### src/hw/rtl/qbs_pkg.sv
package qbs_pkg;

  typedef struct packed {
    logic [2:0]  kind;
    logic [3:0]  tile_index;
    logic [47:0] local_time;
    logic [2:0]  target_index;
    logic        status_bit;
  } req_t;

  typedef struct packed {
    logic [1:0]  message_kind;
    logic [3:0]  destination;
    logic [47:0] barrier_time;
    logic        last;
  } rsp_t;

  localparam logic [2:0] KIND_WAIT   = 3'd0;
  localparam logic [2:0] KIND_ARRIVE = 3'd1;
  localparam logic [2:0] KIND_ACK    = 3'd2;
  localparam logic [2:0] KIND_TARGET = 3'd3;
  localparam logic [2:0] KIND_THREAD = 3'd4;

  localparam logic [1:0] MSG_RELEASE = 2'd0;
  localparam logic [1:0] MSG_ARRIVAL = 2'd1;
  localparam logic [1:0] MSG_ACK     = 2'd2;
  localparam logic [1:0] MSG_NOTIFY  = 2'd3;

  localparam logic [1:0] DEST_TILE = 2'd0;
  localparam logic [1:0] DEST_IDX  = 2'd1;
  localparam logic [1:0] DEST_ZERO = 2'd2;

  localparam logic [1:0] REG_QUANTUM = 2'd0;
  localparam logic [1:0] REG_TILES   = 2'd1;
  localparam logic [1:0] REG_TARGETS = 2'd2;

  typedef struct packed {
    logic       load_in;
    logic       store_wait;
    logic       store_target;
    logic       store_thread;
    logic       inc_count;
    logic       clear_count;
    logic       scan_start;
    logic       scan_step;
    logic       br_eval;
    logic       min_eval;
    logic       run_eval;
    logic       rel_clear;
    logic       nb_add;
    logic       div_start;
    logic       nb_div;
    logic       push;
    logic [1:0] push_kind;
    logic [1:0] push_dest;
    logic       flush;
  } cmd_t;

  typedef struct packed {
    logic [2:0] kind;
    logic       early;
    logic       br_hit;
    logic       ack_equal;
    logic       tgt_hit;
    logic       rel_hit;
    logic       direct;
    logic       div_done;
    logic       push_ok;
    logic       last_tile;
    logic       last_tgt;
    logic       tiles_zero;
    logic       tgts_zero;
  } sts_t;

endpackage

### src/hw/rtl/qbs_datapath.sv
module qbs_datapath #(
  parameter int TILES     = 16,
  parameter int TARGETS   = 8,
  parameter int TIME_BITS = 48
) (
  input  logic          clk,
  input  logic          rst,
  input  qbs_pkg::req_t req,
  input  logic          cfg_we,
  input  logic [1:0]    cfg_index,
  input  logic [31:0]   cfg_data,
  input  qbs_pkg::cmd_t cmd,
  output qbs_pkg::sts_t sts,
  output logic          rsp_valid,
  input  logic          rsp_ready,
  output qbs_pkg::rsp_t rsp
);

  localparam int TAW = (TILES > 1) ? $clog2(TILES) : 1;
  localparam int GAW = (TARGETS > 1) ? $clog2(TARGETS) : 1;
  localparam int MAXN = (TILES > TARGETS) ? TILES : TARGETS;
  localparam int IW = $clog2(MAXN + 1);
  localparam int RCW = $clog2(TARGETS + 1);
  localparam int DCW = $clog2(TIME_BITS + 1);

  logic [31:0]          quantum;
  logic [4:0]           tiles_cfg;
  logic [3:0]           tgts_cfg;
  logic [TIME_BITS-1:0] nb;
  logic [3:0]           count;
  logic [TILES-1:0]     waiting;
  logic [TILES-1:0]     thr_run;
  logic [TARGETS-1:0]   tgt_run;
  logic [TIME_BITS-1:0] clk_mem [TILES];
  logic [TILES-1:0]     clk_vld;
  logic [TIME_BITS-1:0] rd_clock;
  logic                 rd_vld;
  qbs_pkg::req_t        item;
  logic [IW-1:0]        idx;
  logic                 blocked;
  logic                 reached;
  logic                 any;
  logic [TIME_BITS-1:0] low;
  logic [RCW-1:0]       run_cnt;
  logic [31:0]          rem;
  logic [TIME_BITS-1:0] dq;
  logic [DCW-1:0]       dcnt;
  logic                 pend_v;
  logic [1:0]           pend_kind;
  logic [3:0]           pend_dest;
  logic [TIME_BITS-1:0] pend_time;

  logic [IW-1:0]        tiles_lim;
  logic [IW-1:0]        tgts_lim;
  logic [TAW-1:0]       ta;
  logic [GAW-1:0]       ga;
  logic [TIME_BITS-1:0] clock_val;
  logic [TIME_BITS-1:0] in_time;
  logic                 slot_free;
  logic [3:0]           push_dest;
  logic [32:0]          div_tmp;
  logic [TIME_BITS:0]   add_sum;
  logic [TIME_BITS:0]   div_sum;
  logic [TIME_BITS-1:0] add_sat;
  logic [TIME_BITS-1:0] div_sat;

  always_comb begin
    if (32'(tiles_cfg) < 32'(TILES)) begin
      tiles_lim = IW'(tiles_cfg);
    end else begin
      tiles_lim = IW'(TILES);
    end
    if (32'(tgts_cfg) < 32'(TARGETS)) begin
      tgts_lim = IW'(tgts_cfg);
    end else begin
      tgts_lim = IW'(TARGETS);
    end
  end

  assign ta = idx[TAW-1:0];
  assign ga = idx[GAW-1:0];
  assign clock_val = rd_vld ? rd_clock : '0;
  assign in_time = TIME_BITS'(item.local_time);
  assign slot_free = !rsp_valid || rsp_ready;

  always_comb begin
    case (cmd.push_dest)
      qbs_pkg::DEST_TILE: push_dest = item.tile_index;
      qbs_pkg::DEST_IDX:  push_dest = 4'(idx);
      default:            push_dest = 4'd0;
    endcase
  end

  assign div_tmp = {rem, dq[TIME_BITS-1]};
  assign add_sum = {1'b0, nb} + (TIME_BITS + 1)'(quantum);
  assign div_sum = {1'b0, low - TIME_BITS'(rem)} + (TIME_BITS + 1)'(quantum);
  assign add_sat = add_sum[TIME_BITS] ? '1 : add_sum[TIME_BITS-1:0];
  assign div_sat = div_sum[TIME_BITS] ? '1 : div_sum[TIME_BITS-1:0];

  always_comb begin
    sts.kind       = item.kind;
    sts.early      = in_time < nb;
    sts.br_hit     = reached && !blocked;
    sts.ack_equal  = 32'(count) == 32'(run_cnt);
    sts.tgt_hit    = tgt_run[ga];
    sts.rel_hit    = waiting[ta] && (clock_val < nb);
    sts.direct     = !any || (nb > low) || (quantum == 32'd0);
    sts.div_done   = dcnt == '0;
    sts.push_ok    = !pend_v || slot_free;
    sts.last_tile  = idx == (tiles_lim - IW'(1));
    sts.last_tgt   = idx == (tgts_lim - IW'(1));
    sts.tiles_zero = tiles_lim == '0;
    sts.tgts_zero  = tgts_lim == '0;
  end

  always_ff @(posedge clk) begin
    if (cmd.store_wait && (32'(item.tile_index) < 32'(tiles_lim))) begin
      clk_mem[TAW'(item.tile_index)] <= in_time;
    end
    rd_clock <= clk_mem[ta];
  end

  always_ff @(posedge clk) begin
    if (cmd.load_in) begin
      item <= req;
    end
    if (cmd.min_eval && waiting[ta] && (!any || clock_val < low)) begin
      low <= clock_val;
    end
    if (cmd.div_start) begin
      rem <= '0;
      dq <= low - nb;
    end else if (dcnt != '0) begin
      rem <= (div_tmp >= {1'b0, quantum}) ? 32'(div_tmp - {1'b0, quantum}) : 32'(div_tmp);
      dq <= {dq[TIME_BITS-2:0], 1'b0};
    end
    if (cmd.push) begin
      pend_kind <= cmd.push_kind;
      pend_dest <= push_dest;
      pend_time <= nb;
    end
    if ((cmd.push || cmd.flush) && pend_v) begin
      rsp.message_kind <= pend_kind;
      rsp.destination <= pend_dest;
      rsp.barrier_time <= 48'(pend_time);
      rsp.last <= cmd.flush;
    end
  end

  always_ff @(posedge clk) begin
    if (rst) begin
      quantum <= 32'd1000;
      tiles_cfg <= 5'd16;
      tgts_cfg <= 4'd8;
      nb <= TIME_BITS'(1000);
      count <= '0;
      waiting <= '0;
      thr_run <= '0;
      tgt_run <= '1;
      clk_vld <= '0;
      rd_vld <= 1'b0;
      idx <= '0;
      blocked <= 1'b0;
      reached <= 1'b0;
      any <= 1'b0;
      run_cnt <= '0;
      dcnt <= '0;
      pend_v <= 1'b0;
      rsp_valid <= 1'b0;
    end else begin
      rd_vld <= clk_vld[ta];
      if (cmd.store_wait && (32'(item.tile_index) < 32'(tiles_lim))) begin
        clk_vld[TAW'(item.tile_index)] <= 1'b1;
        waiting[TAW'(item.tile_index)] <= 1'b1;
      end
      if (cmd.store_thread && (32'(item.tile_index) < 32'(TILES))) begin
        thr_run[TAW'(item.tile_index)] <= item.status_bit;
      end
      if (cmd.store_target && (32'(item.target_index) < 32'(tgts_lim))) begin
        tgt_run[GAW'(item.target_index)] <= item.status_bit;
      end
      if (cmd.inc_count) begin
        count <= count + 4'd1;
      end else if (cmd.clear_count) begin
        count <= '0;
      end
      if (cmd.scan_start) begin
        idx <= '0;
        blocked <= 1'b0;
        reached <= 1'b0;
        any <= 1'b0;
        run_cnt <= '0;
      end else if (cmd.scan_step) begin
        idx <= idx + IW'(1);
      end
      if (cmd.br_eval) begin
        if (clock_val < nb) begin
          if (thr_run[ta]) begin
            blocked <= 1'b1;
          end
        end else begin
          reached <= 1'b1;
        end
      end
      if (cmd.min_eval && waiting[ta]) begin
        any <= 1'b1;
      end
      if (cmd.run_eval && tgt_run[ga]) begin
        run_cnt <= run_cnt + RCW'(1);
      end
      if (cmd.rel_clear) begin
        waiting[ta] <= 1'b0;
      end
      if (cmd.div_start) begin
        dcnt <= DCW'(TIME_BITS);
      end else if (dcnt != '0) begin
        dcnt <= dcnt - DCW'(1);
      end
      if (cmd.nb_add) begin
        nb <= add_sat;
      end else if (cmd.nb_div) begin
        nb <= div_sat;
      end
      if (cmd.push) begin
        pend_v <= 1'b1;
      end else if (cmd.flush) begin
        pend_v <= 1'b0;
      end
      if ((cmd.push || cmd.flush) && pend_v) begin
        rsp_valid <= 1'b1;
      end else if (rsp_ready) begin
        rsp_valid <= 1'b0;
      end
      if (cfg_we) begin
        case (cfg_index)
          qbs_pkg::REG_QUANTUM: begin
            quantum <= cfg_data;
            nb <= TIME_BITS'(cfg_data);
          end
          qbs_pkg::REG_TILES:   tiles_cfg <= cfg_data[4:0];
          qbs_pkg::REG_TARGETS: tgts_cfg <= cfg_data[3:0];
          default: ;
        endcase
      end
    end
  end

endmodule

### src/hw/rtl/qbs_ctrl.sv
module qbs_ctrl (
  input  logic          clk,
  input  logic          rst,
  input  logic          req_valid,
  output logic          req_ready,
  input  qbs_pkg::sts_t sts,
  output qbs_pkg::cmd_t cmd
);

  localparam logic [3:0] S_IDLE     = 4'd0;
  localparam logic [3:0] S_DISPATCH = 4'd1;
  localparam logic [3:0] S_BR_RD    = 4'd2;
  localparam logic [3:0] S_BR_EV    = 4'd3;
  localparam logic [3:0] S_BR_END   = 4'd4;
  localparam logic [3:0] S_ACK_CNT  = 4'd5;
  localparam logic [3:0] S_ACK_CMP  = 4'd6;
  localparam logic [3:0] S_ACK_EMIT = 4'd7;
  localparam logic [3:0] S_MIN_RD   = 4'd8;
  localparam logic [3:0] S_MIN_EV   = 4'd9;
  localparam logic [3:0] S_CALC     = 4'd10;
  localparam logic [3:0] S_DIV      = 4'd11;
  localparam logic [3:0] S_REL_RD   = 4'd12;
  localparam logic [3:0] S_REL_EV   = 4'd13;
  localparam logic [3:0] S_NOTE     = 4'd14;
  localparam logic [3:0] S_FLUSH    = 4'd15;

  logic [3:0] state;
  logic [3:0] state_next;

  assign req_ready = state == S_IDLE;

  always_comb begin
    cmd = '0;
    state_next = state;
    case (state)
      S_IDLE: begin
        if (req_valid) begin
          cmd.load_in = 1'b1;
          state_next = S_DISPATCH;
        end
      end
      S_DISPATCH: begin
        case (sts.kind)
          qbs_pkg::KIND_WAIT: begin
            if (sts.early) begin
              cmd.push = 1'b1;
              cmd.push_kind = qbs_pkg::MSG_RELEASE;
              cmd.push_dest = qbs_pkg::DEST_TILE;
              state_next = S_FLUSH;
            end else begin
              cmd.store_wait = 1'b1;
              cmd.scan_start = 1'b1;
              state_next = sts.tiles_zero ? S_BR_END : S_BR_RD;
            end
          end
          qbs_pkg::KIND_ARRIVE: begin
            cmd.inc_count = 1'b1;
            cmd.scan_start = 1'b1;
            state_next = sts.tgts_zero ? S_ACK_CMP : S_ACK_CNT;
          end
          qbs_pkg::KIND_ACK: begin
            cmd.scan_start = 1'b1;
            state_next = sts.tiles_zero ? S_CALC : S_MIN_RD;
          end
          qbs_pkg::KIND_TARGET: begin
            cmd.store_target = 1'b1;
            cmd.scan_start = 1'b1;
            state_next = sts.tgts_zero ? S_ACK_CMP : S_ACK_CNT;
          end
          qbs_pkg::KIND_THREAD: begin
            cmd.store_thread = 1'b1;
            state_next = S_IDLE;
          end
          default: state_next = S_IDLE;
        endcase
      end
      S_BR_RD: state_next = S_BR_EV;
      S_BR_EV: begin
        cmd.br_eval = 1'b1;
        if (sts.last_tile) begin
          state_next = S_BR_END;
        end else begin
          cmd.scan_step = 1'b1;
          state_next = S_BR_RD;
        end
      end
      S_BR_END: begin
        if (!sts.br_hit) begin
          state_next = S_FLUSH;
        end else if (sts.push_ok) begin
          cmd.push = 1'b1;
          cmd.push_kind = qbs_pkg::MSG_ARRIVAL;
          cmd.push_dest = qbs_pkg::DEST_ZERO;
          state_next = S_FLUSH;
        end
      end
      S_ACK_CNT: begin
        cmd.run_eval = 1'b1;
        if (sts.last_tgt) begin
          state_next = S_ACK_CMP;
        end else begin
          cmd.scan_step = 1'b1;
        end
      end
      S_ACK_CMP: begin
        if (sts.ack_equal) begin
          cmd.clear_count = 1'b1;
          cmd.scan_start = 1'b1;
          state_next = sts.tgts_zero ? S_FLUSH : S_ACK_EMIT;
        end else begin
          state_next = S_FLUSH;
        end
      end
      S_ACK_EMIT: begin
        if (!sts.tgt_hit || sts.push_ok) begin
          cmd.push = sts.tgt_hit;
          cmd.push_kind = qbs_pkg::MSG_ACK;
          cmd.push_dest = qbs_pkg::DEST_IDX;
          if (sts.last_tgt) begin
            state_next = S_FLUSH;
          end else begin
            cmd.scan_step = 1'b1;
          end
        end
      end
      S_MIN_RD: state_next = S_MIN_EV;
      S_MIN_EV: begin
        cmd.min_eval = 1'b1;
        if (sts.last_tile) begin
          state_next = S_CALC;
        end else begin
          cmd.scan_step = 1'b1;
          state_next = S_MIN_RD;
        end
      end
      S_CALC: begin
        if (sts.direct) begin
          cmd.nb_add = 1'b1;
          cmd.scan_start = 1'b1;
          state_next = sts.tiles_zero ? S_NOTE : S_REL_RD;
        end else begin
          cmd.div_start = 1'b1;
          state_next = S_DIV;
        end
      end
      S_DIV: begin
        if (sts.div_done) begin
          cmd.nb_div = 1'b1;
          cmd.scan_start = 1'b1;
          state_next = sts.tiles_zero ? S_NOTE : S_REL_RD;
        end
      end
      S_REL_RD: state_next = S_REL_EV;
      S_REL_EV: begin
        if (!sts.rel_hit || sts.push_ok) begin
          cmd.push = sts.rel_hit;
          cmd.rel_clear = sts.rel_hit;
          cmd.push_kind = qbs_pkg::MSG_RELEASE;
          cmd.push_dest = qbs_pkg::DEST_IDX;
          if (sts.last_tile) begin
            state_next = S_NOTE;
          end else begin
            cmd.scan_step = 1'b1;
            state_next = S_REL_RD;
          end
        end
      end
      S_NOTE: begin
        if (sts.push_ok) begin
          cmd.push = 1'b1;
          cmd.push_kind = qbs_pkg::MSG_NOTIFY;
          cmd.push_dest = qbs_pkg::DEST_ZERO;
          state_next = S_FLUSH;
        end
      end
      S_FLUSH: begin
        if (sts.push_ok) begin
          cmd.flush = 1'b1;
          state_next = S_IDLE;
        end
      end
      default: state_next = S_IDLE;
    endcase
  end

  always_ff @(posedge clk) begin
    if (rst) begin
      state <= S_IDLE;
    end else begin
      state <= state_next;
    end
  end

endmodule

### src/hw/rtl/quantum_barrier_sync.sv
// A wait below the barrier has its release queued at dispatch and sent when the item is
// flushed, after which the next transfer can follow. Other waits read and check each tile in
// use in turn. Arrivals and target updates step over each target in use to count running
// targets, and once more over each target when acknowledges go out. A global acknowledge
// searches the tiles for the minimum, runs the serial remainder unit when it is used, and
// makes a release pass over the tiles. A stalled consumer holds the block back. One item is
// processed at a time; results are held in a register while the consumer is not ready.
// Synchronous reset restores the register defaults, clears all tile state and the count.
module quantum_barrier_sync #(
  parameter int TILES     = 16,
  parameter int TARGETS   = 8,
  parameter int TIME_BITS = 48
) (
  input  logic          clk,
  input  logic          rst,
  input  logic          req_valid,
  output logic          req_ready,
  input  qbs_pkg::req_t req,
  output logic          rsp_valid,
  input  logic          rsp_ready,
  output qbs_pkg::rsp_t rsp,
  input  logic          cfg_valid,
  output logic          cfg_ready,
  input  logic [1:0]    cfg_index,
  input  logic [31:0]   cfg_data
);

  qbs_pkg::cmd_t cmd;
  qbs_pkg::sts_t sts;

  assign cfg_ready = 1'b1;

  qbs_ctrl u_ctrl (
    .clk       (clk),
    .rst       (rst),
    .req_valid (req_valid),
    .req_ready (req_ready),
    .sts       (sts),
    .cmd       (cmd)
  );

  qbs_datapath #(
    .TILES     (TILES),
    .TARGETS   (TARGETS),
    .TIME_BITS (TIME_BITS)
  ) u_datapath (
    .clk       (clk),
    .rst       (rst),
    .req       (req),
    .cfg_we    (cfg_valid),
    .cfg_index (cfg_index),
    .cfg_data  (cfg_data),
    .cmd       (cmd),
    .sts       (sts),
    .rsp_valid (rsp_valid),
    .rsp_ready (rsp_ready),
    .rsp       (rsp)
  );

endmodule

### config.mk
export PLATFORM = sky130hd
export DESIGN_NAME = quantum_barrier_sync
export DESIGN_NICKNAME = d
export VERILOG_FILES = /design/src/hw/rtl/qbs_pkg.sv /design/src/hw/rtl/qbs_datapath.sv /design/src/hw/rtl/qbs_ctrl.sv /design/src/hw/rtl/quantum_barrier_sync.sv
export SDC_FILE = /design/constraint.sdc
export NUM_CORES = 2
export LEC_CHECK = 0
export BUFFER_PORTS_ARGS = -buffer_cell sky130_fd_sc_hd__buf_2
export CAP_MARGIN = 0
export CORE_MARGIN = 8
export CORE_UTILIZATION = 30
export CTS_CLUSTER_DIAMETER = 50
export CTS_CLUSTER_SIZE = 30
export DETAILED_ROUTE_END_ITERATION = 8
export PLACE_DENSITY = 0.48
export SLEW_MARGIN = 40
export SYNTH_ARGS = -nofsm -noshare
export SYNTH_HDL_FRONTEND = slang
export SYNTH_SLANG_ARGS = --single-unit
### constraint.sdc
create_clock -name clk -period 8.43 [get_ports clk]
set_input_delay 1.686 -clock clk [delete_from_list [all_inputs] [get_ports clk]]
set_output_delay 1.686 -clock clk [all_outputs]
set_load 0.01 [all_outputs]
==> impl_metrics.yaml <==
outcome:
  outcome: "completed"
cts:
  clk_pin_slew_ns: 0.06
  cts_tree: "yes"
  clock_path_buffers: 3
  clock_sinks: 1286
  cts.repair.resized: 0
  cts_made_buffers: 148
  cts.htree.levels: 4
  cts-root-buf: "clkbuf_16"
  insertion_delay_ns: 0.82
  ctsHoldBuffers: 0
  postCtsSetupRepairBufs: 0
place:
  portBuffers: 154
  hpwl_um: 131000
  dp_cells: 7449
  place_congestion: 0.928
synthesis:
  synth-edff-count: 1032
  synth_area_um2: 62000
  synth_nets: 5155
  synth_ff_type: "edfxtp_1"
  syn-mean-instance-area_um2: 13.2
  ys_warn_count: 0
  synthCells: 4717
  synth-async-reset-ratio_pct: 0
  ys_ff_latch: 1286
  yosysSeqAreaShare_pct: 58.2
  synth_cell_type_count: 90
routing:
  drtIter0Drc: 3219
  route.antenna.remaining_nets: 0
  routed_wl_um: 190000
  vias: 40400
  routedWlPerCell_um: 24.5
  drtPass1Iterations: 5
  drc: 0
  vias_per_cell: 5.22
cells_and_area:
  syn2layout_area_growth_pct: 15.7
  final_cell_mix: "edfxtp_1, nand2_1, ha_1"
  multiInputGateArea_um2: 24600
  regArea_um2: 36100
  layout_commonest_cell: "edfxtp_1"
  fill_cells: 19900
  layout-drive-gt1-share_pct: 16.7
  final_nets: 5337
  finalNonFillerCells: 7737
global_routing:
  grt_max_degree: 122
  grt_pass1_vias: 41100
  grt.total_usage_pct: 16.6
  antenna_found_initial: 20
  grt_pass1_wl_um: 278000
  grt_overflow: 0
setup_path:
  cp_data_arrival_time_ns: 6.83
  r2r_end: "u_datapath.nb[47]$_SDFF_PP0_"
  r2r-start: "u_datapath.low[2]$_DFFE_PP_"
  ff2ff_path_depth: 22
  reg2reg_slack_ns: 2.29
  start_kind: "flip-flop"
  crit_fanout: 41
  cp.required_ns: 9.12
  path_class: "flip-flop to flip-flop"
  worstSetupEndpointType: "flip-flop"
floorplanning:
  rows: 167
  coreArea_um2: 206000
  start_util_pct: 30.1
  ioPinCount: 156
  dieArea_um2: 222000
  die_x_um: 471
  die_h_um: 471
timing:
  tns_ns: 0
  timing.final.crit_share_pct: 72.9
  hold_violations: 0
  fin_worst_skew_ns: 0.0600
  setup_violations: 0
  fmax_ghz: 0.163
  max_slew_margin_pct: 39.8
  whs_ns: 0.417
  finalCriticalPeriod_ns: 6.14
  tightest_slew_ns: 0.893
  slew_viol_final: 0
  rsz0062_at_grt: "false"
min_path:
  min_to: "u_datapath.rsp[7]$_DFFE_PP_"
  min_path_type: "flip-flop to flip-flop"
  holdCritStartpoint: "u_datapath.pend_time[6]$_DFFE_PP_"
  hold_depth: 0
power:
  power.density_nw_per_um2: 296
  power_leakage_uw: 0.0254
  peakVddDrop_uv: 186
flow_run:
  max_cap_violations: 0
-- registers in the layout, summed over array words and instances, names as in the netlist, 8 cells and up --
signal / count
u_datapath.rem: 32
u_datapath.rd_clock: 48
u_datapath.dq: 48
u_datapath.nb: 48
u_datapath.item: 8
u_datapath.waiting: 16
u_datapath.rsp: 55
u_datapath.pend_time: 48
u_datapath.quantum: 32
u_datapath.clk_vld: 16
u_datapath.thr_run: 16
u_datapath.in_time: 48
u_datapath.low: 48
u_datapath.clk_mem: 768
u_datapath.tgt_run: 8
-- routing by layer --
layer	global-route usage (%)	routed length, um	part of all wire [%]
met1	23.3	88000	46
met2	26.5	86500	46
met3	2.68	9730	5.1
met4	4.88	5370	2.8
met5	0	66	0.035
-- synthesized netlist by cell type (63+ instances only) --
| cell type | n | area [um^2] |
|---|---|---|
| a21o_1 | 117 | 878 |
| a21oi_1 | 322 | 1610 |
| and2_1 | 69 | 432 |
| clkbuf_1 | 146 | 548 |
| dfxtp_1 | 254 | 5080 |
| edfxtp_1 | 1032 | 31000 |
| ha_1 | 335 | 4190 |
| inv_1 | 232 | 871 |
| mux4_2 | 257 | 5790 |
| nand2_1 | 357 | 1340 |
| nand3_1 | 78 | 390 |
| nand4_1 | 63 | 394 |
| nor2_1 | 246 | 923 |
| nor3_1 | 71 | 355 |
| o21ai_0 | 208 | 1040 |
| xnor2_1 | 118 | 1030 |
-- stage by stage --
stage	utilization (%)	total power [uW]	area (um^2)	setup WS, ns
floorplan	-	12400	62000	0.271
global placement	32.1	14400	66100	2.39
detailed placement	32.1	14400	66300	2.31
CTS	34.8	21400	71700	2.30
global route	34.8	22300	71800	1.76
finish	34.8	21300	71800	2.29
-- how the worst max path moves through the flow --
stage / from / slack, ns / cells after the start / endpoint
final: u_datapath.low[2]$_DFFE_PP_ / 2.29 / 22 / u_datapath.nb[47]$_SDFF_PP0_
after global routing: u_datapath.low[2]$_DFFE_PP_ / 1.76 / 22 / u_datapath.nb[39]$_SDFF_PP0_
after detailed placement: u_datapath.low[2]$_DFFE_PP_ / 2.31 / 22 / u_datapath.nb[32]$_SDFF_PP0_
after global placement: u_datapath.low[2]$_DFFE_PP_ / 2.39 / 22 / u_datapath.nb[36]$_SDFF_PP0_
after CTS: u_datapath.low[2]$_DFFE_PP_ / 2.30 / 22 / u_datapath.nb[47]$_SDFF_PP0_
after floorplan: u_datapath.rd_vld$_SDFF_PP0_ / 0.27 / 14 / u_datapath.rsp[0]$_DFFE_PP_
-- area by class of cell --
type / count / share of cell area (%)
multi-input combinational: 3005 / 34.2
antenna: 6 / 0.0209
tap: 2704 / 4.71
sequential: 1286 / 50.3
clock buffer: 164 / 5.43
timing repair buffer: 224 / 2.00
inverter: 234 / 1.23
clock inverter: 114 / 2.10
-- where the power goes --
group	switching [uW]	leakage (uW)	internal, uW	total [uW]
clock	3110	0.00262	3820	6930
combinational	3730	0.0115	2440	6170
sequential	583	0.0114	7580	8160
-- worst max-delay path: stages (launching register included) --
cell	delay, ns
edfxtp_1	0.44
ha_1	0.41
o21a_1	0.15
o31a_1	0.22
a21oi_2	0.13
o31ai_1	0.69
nor2_1	0.18
o21ai_0	0.23
xor2_1	0.12
ha_1	0.42
and2_1	0.20
and3_1	0.21
nand2_1	0.06
a21oi_1	0.14
o31ai_1	0.14
o311ai_0	0.45
buf_4	0.23
a21boi_0	0.25
nand2_1	0.22
o31ai_4	0.27
buf_4	0.46
inv_2	0.15
a211oi_1	0.26
-- logic make-up (layout without fill, tap and decap cells) --
logic type / after synthesis / in the layout / synth area share (%)
flip-flops: 1286 / 1286 / 58.2
AND/OR/NAND/NOR: 1140 / 1140 / 8.93
AO/OA/AOI/OAI: 1062 / 1062 / 11.1
buffers and inverters: 426 / 736 / 2.62
adder cells (fa/ha/maj): 340 / 340 / 6.92
multiplexers: 282 / 282 / 9.73
XOR/XNOR: 180 / 180 / 2.54
other: 1 / 7 / 0.00605
(Power assumes the default switching activity.)
